### src/hdl/md5sh_pkg.sv
package md5sh_pkg;

	// sequencer states
	typedef enum logic [2:0] {
		ST_IDLE,
		ST_PAD,
		ST_LEN,
		ST_COMP,
		ST_FIN,
		ST_OUT
	} state_t;

	// initial chaining words A, B, C, D
	localparam logic [31:0] IV_TAB [4] = '{
		32'h67452301, 32'hefcdab89, 32'h98badcfe, 32'h10325476
	};

	// per-round additive constants
	localparam logic [31:0] K_TAB [64] = '{
		32'hd76aa478, 32'he8c7b756, 32'h242070db, 32'hc1bdceee,
		32'hf57c0faf, 32'h4787c62a, 32'ha8304613, 32'hfd469501,
		32'h698098d8, 32'h8b44f7af, 32'hffff5bb1, 32'h895cd7be,
		32'h6b901122, 32'hfd987193, 32'ha679438e, 32'h49b40821,
		32'hf61e2562, 32'hc040b340, 32'h265e5a51, 32'he9b6c7aa,
		32'hd62f105d, 32'h02441453, 32'hd8a1e681, 32'he7d3fbc8,
		32'h21e1cde6, 32'hc33707d6, 32'hf4d50d87, 32'h455a14ed,
		32'ha9e3e905, 32'hfcefa3f8, 32'h676f02d9, 32'h8d2a4c8a,
		32'hfffa3942, 32'h8771f681, 32'h6d9d6122, 32'hfde5380c,
		32'ha4beea44, 32'h4bdecfa9, 32'hf6bb4b60, 32'hbebfbc70,
		32'h289b7ec6, 32'heaa127fa, 32'hd4ef3085, 32'h04881d05,
		32'hd9d4d039, 32'he6db99e5, 32'h1fa27cf8, 32'hc4ac5665,
		32'hf4292244, 32'h432aff97, 32'hab9423a7, 32'hfc93a039,
		32'h655b59c3, 32'h8f0ccc92, 32'hffeff47d, 32'h85845dd1,
		32'h6fa87e4f, 32'hfe2ce6e0, 32'ha3014314, 32'h4e0811a1,
		32'hf7537e82, 32'hbd3af235, 32'h2ad7d2bb, 32'heb86d391
	};

	// rotate amounts, indexed by {round group, round[1:0]}
	localparam logic [4:0] ROT_TAB [16] = '{
		5'd7, 5'd12, 5'd17, 5'd22, 5'd5, 5'd9, 5'd14, 5'd20,
		5'd4, 5'd11, 5'd16, 5'd23, 5'd6, 5'd10, 5'd15, 5'd21
	};

	localparam logic [7:0] PAD_BYTE   = 8'h80;
	localparam logic [5:0] FILL_LAST  = 6'd63;
	localparam logic [5:0] FILL_PADND = 6'd55;
	localparam logic [5:0] ROUND_LAST = 6'd63;
	localparam logic [1:0] WORD_LAST  = 2'd3;

endpackage

### src/hdl/md5_stream_hasher_core.sv
// Channel  Direction  Handshake            Payload
// in       sink       in_valid / in_stall  data_byte, has_byte, end_of_message
// out      source     out_valid/ out_stall digest_word, word_number, final_word
//
// An item that does not fill the block is taken without a stall. Filling the
// 64-byte block starts a compression (one round per cycle on a shared round
// unit) and then the chaining add; no new item is taken until both are done.
// A message end adds the padding and length bytes, the compressions they
// trigger, and four output transfers.
// Reset sets the chaining words to the initial values and clears length and fill.
// in_stall is high while a block is compressed, padded or the digest is shown.
module md5_stream_hasher_core (
	input  logic        clk,
	input  logic        arst_n,
	input  logic        in_valid,
	output logic        in_stall,
	input  logic [7:0]  data_byte,
	input  logic        has_byte,
	input  logic        end_of_message,
	output logic        out_valid,
	input  logic        out_stall,
	output logic [31:0] digest_word,
	output logic [1:0]  word_number,
	output logic        final_word
);
	import md5sh_pkg::*;

	state_t      state_q, state_next, ret_q, ret_next;
	logic [31:0] chain_q [4];
	logic [31:0] block_q [16];
	logic [31:0] a_q, b_q, c_q, d_q;
	logic [63:0] bitlen_q;
	logic [5:0]  fill_q;
	logic [5:0]  round_q;
	logic [1:0]  word_q;
	logic        pad_first_q;

	logic        in_xfer, out_xfer;
	logic        wr_en;
	logic [7:0]  wr_byte;
	logic        comp_start;

	assign in_xfer  = in_valid && !in_stall;
	assign out_xfer = out_valid && !out_stall;

	// next state
	always_comb begin
		state_next = state_q;
		ret_next   = ret_q;
		case (state_q)
			ST_IDLE: begin
				if (in_xfer) begin
					if (has_byte && fill_q == FILL_LAST) begin
						state_next = ST_COMP;
						ret_next   = end_of_message ? ST_PAD : ST_IDLE;
					end else if (end_of_message) begin
						state_next = ST_PAD;
					end
				end
			end
			ST_PAD: begin
				if (fill_q == FILL_LAST) begin
					state_next = ST_COMP;
					ret_next   = ST_PAD;
				end else if (fill_q == FILL_PADND) begin
					state_next = ST_LEN;
				end
			end
			ST_LEN: begin
				if (fill_q == FILL_LAST) begin
					state_next = ST_COMP;
					ret_next   = ST_OUT;
				end
			end
			ST_COMP: begin
				if (round_q == ROUND_LAST) state_next = ST_FIN;
			end
			ST_FIN: begin
				state_next = ret_q;
			end
			ST_OUT: begin
				if (out_xfer && word_q == WORD_LAST) state_next = ST_IDLE;
			end
			default: state_next = ST_IDLE;
		endcase
	end

	// outputs and byte write control
	always_comb begin
		in_stall  = (state_q != ST_IDLE);
		out_valid = (state_q == ST_OUT);
		wr_en     = 1'b0;
		wr_byte   = data_byte;
		case (state_q)
			ST_IDLE: begin
				wr_en   = in_xfer && has_byte;
				wr_byte = data_byte;
			end
			ST_PAD: begin
				wr_en   = 1'b1;
				wr_byte = pad_first_q ? PAD_BYTE : 8'h00;
			end
			ST_LEN: begin
				wr_en   = 1'b1;
				wr_byte = bitlen_q[{fill_q[2:0], 3'b000} +: 8];
			end
			default: begin
				wr_en   = 1'b0;
				wr_byte = data_byte;
			end
		endcase
	end

	assign comp_start = (state_next == ST_COMP) && (state_q != ST_COMP);

	assign digest_word = chain_q[word_q];
	assign word_number = word_q;
	assign final_word  = (word_q == WORD_LAST);

	// round function of the shared unit
	logic [1:0]  grp;
	logic [31:0] f_val;
	logic [3:0]  g_idx;
	logic [31:0] t_val;
	logic [63:0] rot_wide;
	logic [31:0] b_new;

	always_comb begin
		grp = round_q[5:4];
		case (grp)
			2'd0: begin
				f_val = (b_q & c_q) | (~b_q & d_q);
				g_idx = round_q[3:0];
			end
			2'd1: begin
				f_val = (b_q & d_q) | (c_q & ~d_q);
				g_idx = round_q[3:0] * 4'd5 + 4'd1;
			end
			2'd2: begin
				f_val = b_q ^ c_q ^ d_q;
				g_idx = round_q[3:0] * 4'd3 + 4'd5;
			end
			default: begin
				f_val = c_q ^ (b_q | ~d_q);
				g_idx = round_q[3:0] * 4'd7;
			end
		endcase
		t_val    = a_q + f_val + K_TAB[round_q] + block_q[g_idx];
		rot_wide = {t_val, t_val} << ROT_TAB[{grp, round_q[1:0]}];
		b_new    = b_q + rot_wide[63:32];
	end

	// control registers, chaining words and length
	always_ff @(posedge clk or negedge arst_n) begin
		if (!arst_n) begin
			state_q     <= ST_IDLE;
			ret_q       <= ST_IDLE;
			fill_q      <= '0;
			bitlen_q    <= '0;
			round_q     <= '0;
			word_q      <= '0;
			pad_first_q <= 1'b0;
			for (int i = 0; i < 4; i++) chain_q[i] <= IV_TAB[i];
		end else begin
			state_q <= state_next;
			ret_q   <= ret_next;
			if (wr_en) fill_q <= fill_q + 6'd1;
			if (in_xfer && has_byte) bitlen_q <= bitlen_q + 64'd8;
			// arm the 0x80 marker on an end transfer, drop it once written
			if (in_xfer && end_of_message) pad_first_q <= 1'b1;
			else if (state_q == ST_PAD) pad_first_q <= 1'b0;
			// advance the round counter
			if (comp_start) round_q <= '0;
			else if (state_q == ST_COMP) round_q <= round_q + 6'd1;
			// fold the working words into the chain
			if (state_q == ST_FIN) begin
				chain_q[0] <= chain_q[0] + a_q;
				chain_q[1] <= chain_q[1] + b_q;
				chain_q[2] <= chain_q[2] + c_q;
				chain_q[3] <= chain_q[3] + d_q;
			end
			// step through the digest words, then start a fresh message
			if (out_xfer) begin
				word_q <= word_q + 2'd1;
				if (word_q == WORD_LAST) begin
					bitlen_q <= '0;
					for (int i = 0; i < 4; i++) chain_q[i] <= IV_TAB[i];
				end
			end
		end
	end

	// working words and block buffer
	always_ff @(posedge clk) begin
		if (comp_start) begin
			a_q <= chain_q[0];
			b_q <= chain_q[1];
			c_q <= chain_q[2];
			d_q <= chain_q[3];
		end else if (state_q == ST_COMP) begin
			a_q <= d_q;
			d_q <= c_q;
			c_q <= b_q;
			b_q <= b_new;
		end
		if (wr_en) block_q[fill_q[5:2]][{fill_q[1:0], 3'b000} +: 8] <= wr_byte;
	end

`ifndef SYNTHESIS
	a_out_empty_fill: assert property (@(posedge clk) disable iff (!arst_n)
		(state_q == ST_OUT) |-> (fill_q == 6'd0))
		else $error("digest shown with a partly filled block");

	a_len_slot: assert property (@(posedge clk) disable iff (!arst_n)
		(state_q == ST_LEN) |-> (fill_q[5:3] == 3'b111))
		else $error("length byte outside the last eight slots");

	a_end_stalls: assert property (@(posedge clk) disable iff (!arst_n)
		(in_xfer && end_of_message) |=> in_stall)
		else $error("input taken while a message is being finished");

	a_last_word: assert property (@(posedge clk) disable iff (!arst_n)
		(out_xfer && final_word) |=> !out_valid)
		else $error("digest continues past the last word");
`endif

endmodule

### config.mk
export PLATFORM = sky130hd
export DESIGN_NAME = md5_stream_hasher_core
export DESIGN_NICKNAME = d
export VERILOG_FILES = /design/src/hdl/md5sh_pkg.sv /design/src/hdl/md5_stream_hasher_core.sv
export SDC_FILE = /design/constraint.sdc
export NUM_CORES = 2
export LEC_CHECK = 0
export BUFFER_PORTS_ARGS = -buffer_cell sky130_fd_sc_hd__buf_4
export CAP_MARGIN = 40
export CORE_ASPECT_RATIO = 2
export CORE_MARGIN = 2
export CORE_UTILIZATION = 60
export CTS_CLUSTER_SIZE = 12
export DETAILED_ROUTE_END_ITERATION = 6
export PLACE_DENSITY = 0.78
export SETUP_SLACK_MARGIN = 0.1
export SLEW_MARGIN = 25
export SYNTH_ARGS = -nofsm -noshare
export SYNTH_HDL_FRONTEND = slang
export SYNTH_SLANG_ARGS = --single-unit
### constraint.sdc
create_clock -name clk -period 13.8 [get_ports clk]
set_input_delay 2.07 -clock clk [delete_from_list [all_inputs] [get_ports clk]]
set_output_delay 2.07 -clock clk [all_outputs]
set_load 0.02 [all_outputs]
==> run metrics <==
outcome=finished with violations; failing checks=DRC; H-tree depth=3; IO Count=51; global-route wire length before repair=276000 um; layout cell share with drive strength beyond 1=12.7%; Reg area=0.0245 mm2; RD Place Congestion=1.04; maximum fanout along the worst path=17; TritonCTS clock tree=done; initial core utilization=60.5%; initial antenna violation count=4; area growth from synthesis to layout=9.20%; DPL Wire Length=135000 um; filler cell count=6841; Slew Limit Fails=0; total wire length=187000 um; die width=215 um; Post-Syn Instances=5192; Worst Max-Slew Pin Slew=1.17 ns; crit path DAT=12.31 ns; Crit-path slowest cell=o221ai_1; asr flop ratio synth=24.6%; RSZ-0062 raised after global routing=no; Syn Nets=5504; core footprint=0.0882 mm2; die area=0.0916 mm2; clock sink count=849; Largest stage delay, worst path=0.82 ns; clk slew on worst S/H paths=0.07 ns; Post-synth EDFFs=640; Yosys cell types=87; vias per inst=6.78; via count=43700; Root Buffer=clkbuf_16; Crit Path Class=reg -> reg; Tmin final=11.88 ns; largest net degree at the start of global routing=87; HP Class=reg -> reg; # hold bufs at CTS=0; post-CTS setup repair buffer count=0; maximum clock frequency=84.2 MHz; crit path launch type=flop; post-synthesis sequential area ratio=45.9%; CP Capture Type=flop; Worst Skew=0.0276 ns; DRC Markers=8; fin nets=5528; post-synth design cell area=0.0534 mm2; Top delay family on crit path=compound AO/OA/AOI/OAI gates; crit path buf inv count=3; area of the multi-input gates=0.0272 mm2; Yosys reg bits=849; mean area per synthesized cell=10.3 um2; Hold Fails Final Rpt=0; ys flop type=edfxtp_1; final setup fails=0; post-route ant nets=0; Max Cap Viol=0; Cell Rows=154; Tcrit/Tclk final=86.1%; Ys Warns=0; clk_lat worst skew=0.72 ns; Finished Layout Cells=6450; Placed Cells=6271; All-Layer GR Usage=41.1%; gr ovfl total=0; vias in the first global route=43700; Crit path required time=14.23 ns; Post-CTS Resized=0; drt first pass iters=7; drt wl/cell=29.0 um; drt initial violations=4779; Slew Limit Headroom=21.8%; total CTS buffers=84; Longest Clk Path Bufs=3; Die H=426 um; Fin Setup TNS=0 ns; port bufs=50
area by class of cell:
| cell class | instances | share of cell area (%) |
|---|---|---|
| multi-input cells | 3863 | 46.6 |
| flip-flops and latches | 849 | 42.1 |
| clock buffers | 133 | 3.99 |
| repair buffers | 217 | 3.16 |
| well taps | 1170 | 2.51 |
| inverters | 201 | 1.29 |
| clock inverters | 15 | 0.328 |
| diodes | 2 | 0.00858 |
metrics by stage:
| step | util, % | instance area (um2) | hold slack (ns) | setup WS [ns] |
|---|---|---|---|---|
| floorplan | - | 53400 | 0.456 | 4.37 |
| global placement | 62.2 | 54900 | 0.470 | 2.39 |
| detailed placement | 62.9 | 55500 | 0.489 | 2.50 |
| CTS | 65.7 | 58000 | 0.497 | 2.42 |
| global route | 66.1 | 58300 | 0.535 | 1.58 |
| finish | 66.1 | 58300 | 0.497 | 1.92 |
synthesized netlist by cell type (95+ instances only):
| master | count | share of area [%] |
|---|---|---|
| nand2_1 | 861 | 6.0 |
| a21oi_1 | 417 | 3.9 |
| inv_1 | 195 | 1.4 |
| edfxtp_1 | 640 | 36 |
| dfrtp_1 | 145 | 6.8 |
| o21ai_0 | 329 | 3.1 |
| xnor2_1 | 140 | 2.3 |
| mux4_2 | 176 | 7.4 |
| clkbuf_1 | 217 | 1.5 |
| nor2_1 | 380 | 2.7 |
| nand3_1 | 123 | 1.2 |
| xor2_1 | 95 | 1.6 |
| ha_1 | 228 | 5.3 |
final timing paths:
check	start	end	slack [ns]	cells after the start
max in group asynchronous	arst_n	chain_q[28]	10.80	4
worst min-delay path	ret_q[2]	state_q[2]	0.50	2
worst min register to register	ret_q[2]	state_q[2]	0.50	2
min in group asynchronous	arst_n	chain_q[0]	1.25	1
worst max register to register	round_q[0]	b_q[30]	1.92	36
worst max-delay path	round_q[0]	b_q[30]	1.92	36
routing by layer:
layer	global-route usage, %	share of wire [%]	vias up
met5	0	0.014	-
li1	-	-	19100
met1	42.4	32	21300
met2	71.1	50	2446
met4	36.5	11	4
met3	7.79	7.3	848
sequential cells by signal, summed over array words and instances (netlist names), 2 cells and up:
register	cells
fill_q	6
a_q	32
chain_q	128
ret_q	2
bitlen_q	61
c_q	32
b_q	32
state_q	3
block_q	512
word_number	2
d_q	32
round_q	6
placed cells by master (no fill, tap or decap), types with 27 or more instances in the layout:
master,count
a211oi_1,81
a21o_1,75
a21oi_1,416
a31oi_1,80
and3_1,40
buf_4,192
clkbuf_1,46
clkbuf_16,85
dfrtp_1,139
dfstp_2,64
edfxtp_1,640
fa_1,70
ha_1,228
inv_1,195
mux2i_1,67
mux4_2,176
nand2_1,858
nand2b_1,33
nand3_1,123
nor2_1,370
nor2b_1,42
nor3_1,60
o211ai_1,71
o21a_1,42
o21ai_0,326
o311ai_0,27
or2_2,41
or3_1,35
xnor2_1,137
xor2_1,95
cells by family (layout without fill, tap and decap cells):
kind of cell | Yosys count | in the layout | synth area share [%]
AO/OA/AOI/OAI | 1346 | 1346 | 15.6
XOR/XNOR | 237 | 237 | 3.93
adder cells (fa/ha/maj) | 298 | 298 | 7.96
buffers and inverters | 480 | 566 | 3.40
flip-flops | 849 | 849 | 45.9
multiplexers | 264 | 264 | 9.12
other | 0 | 2 | 0
AND/OR/NAND/NOR | 1718 | 1718 | 14.0
worst register-to-register path: cells and delay by family (launching register included):
kind	cells	cell delay (ns)
AOI/OAI and AO/OA	21	6.48
xor gates and xnor gates	1	0.15
adders and majority gates	6	2.68
buffers and inverters	3	0.65
DFF	1	0.35
muxes	1	0.13
and+or+nand+nor	4	1.15
Power is left out: the tool's default activity adds up to more than one toggle a clock period on the data nets, which glitch-free logic cannot reach.
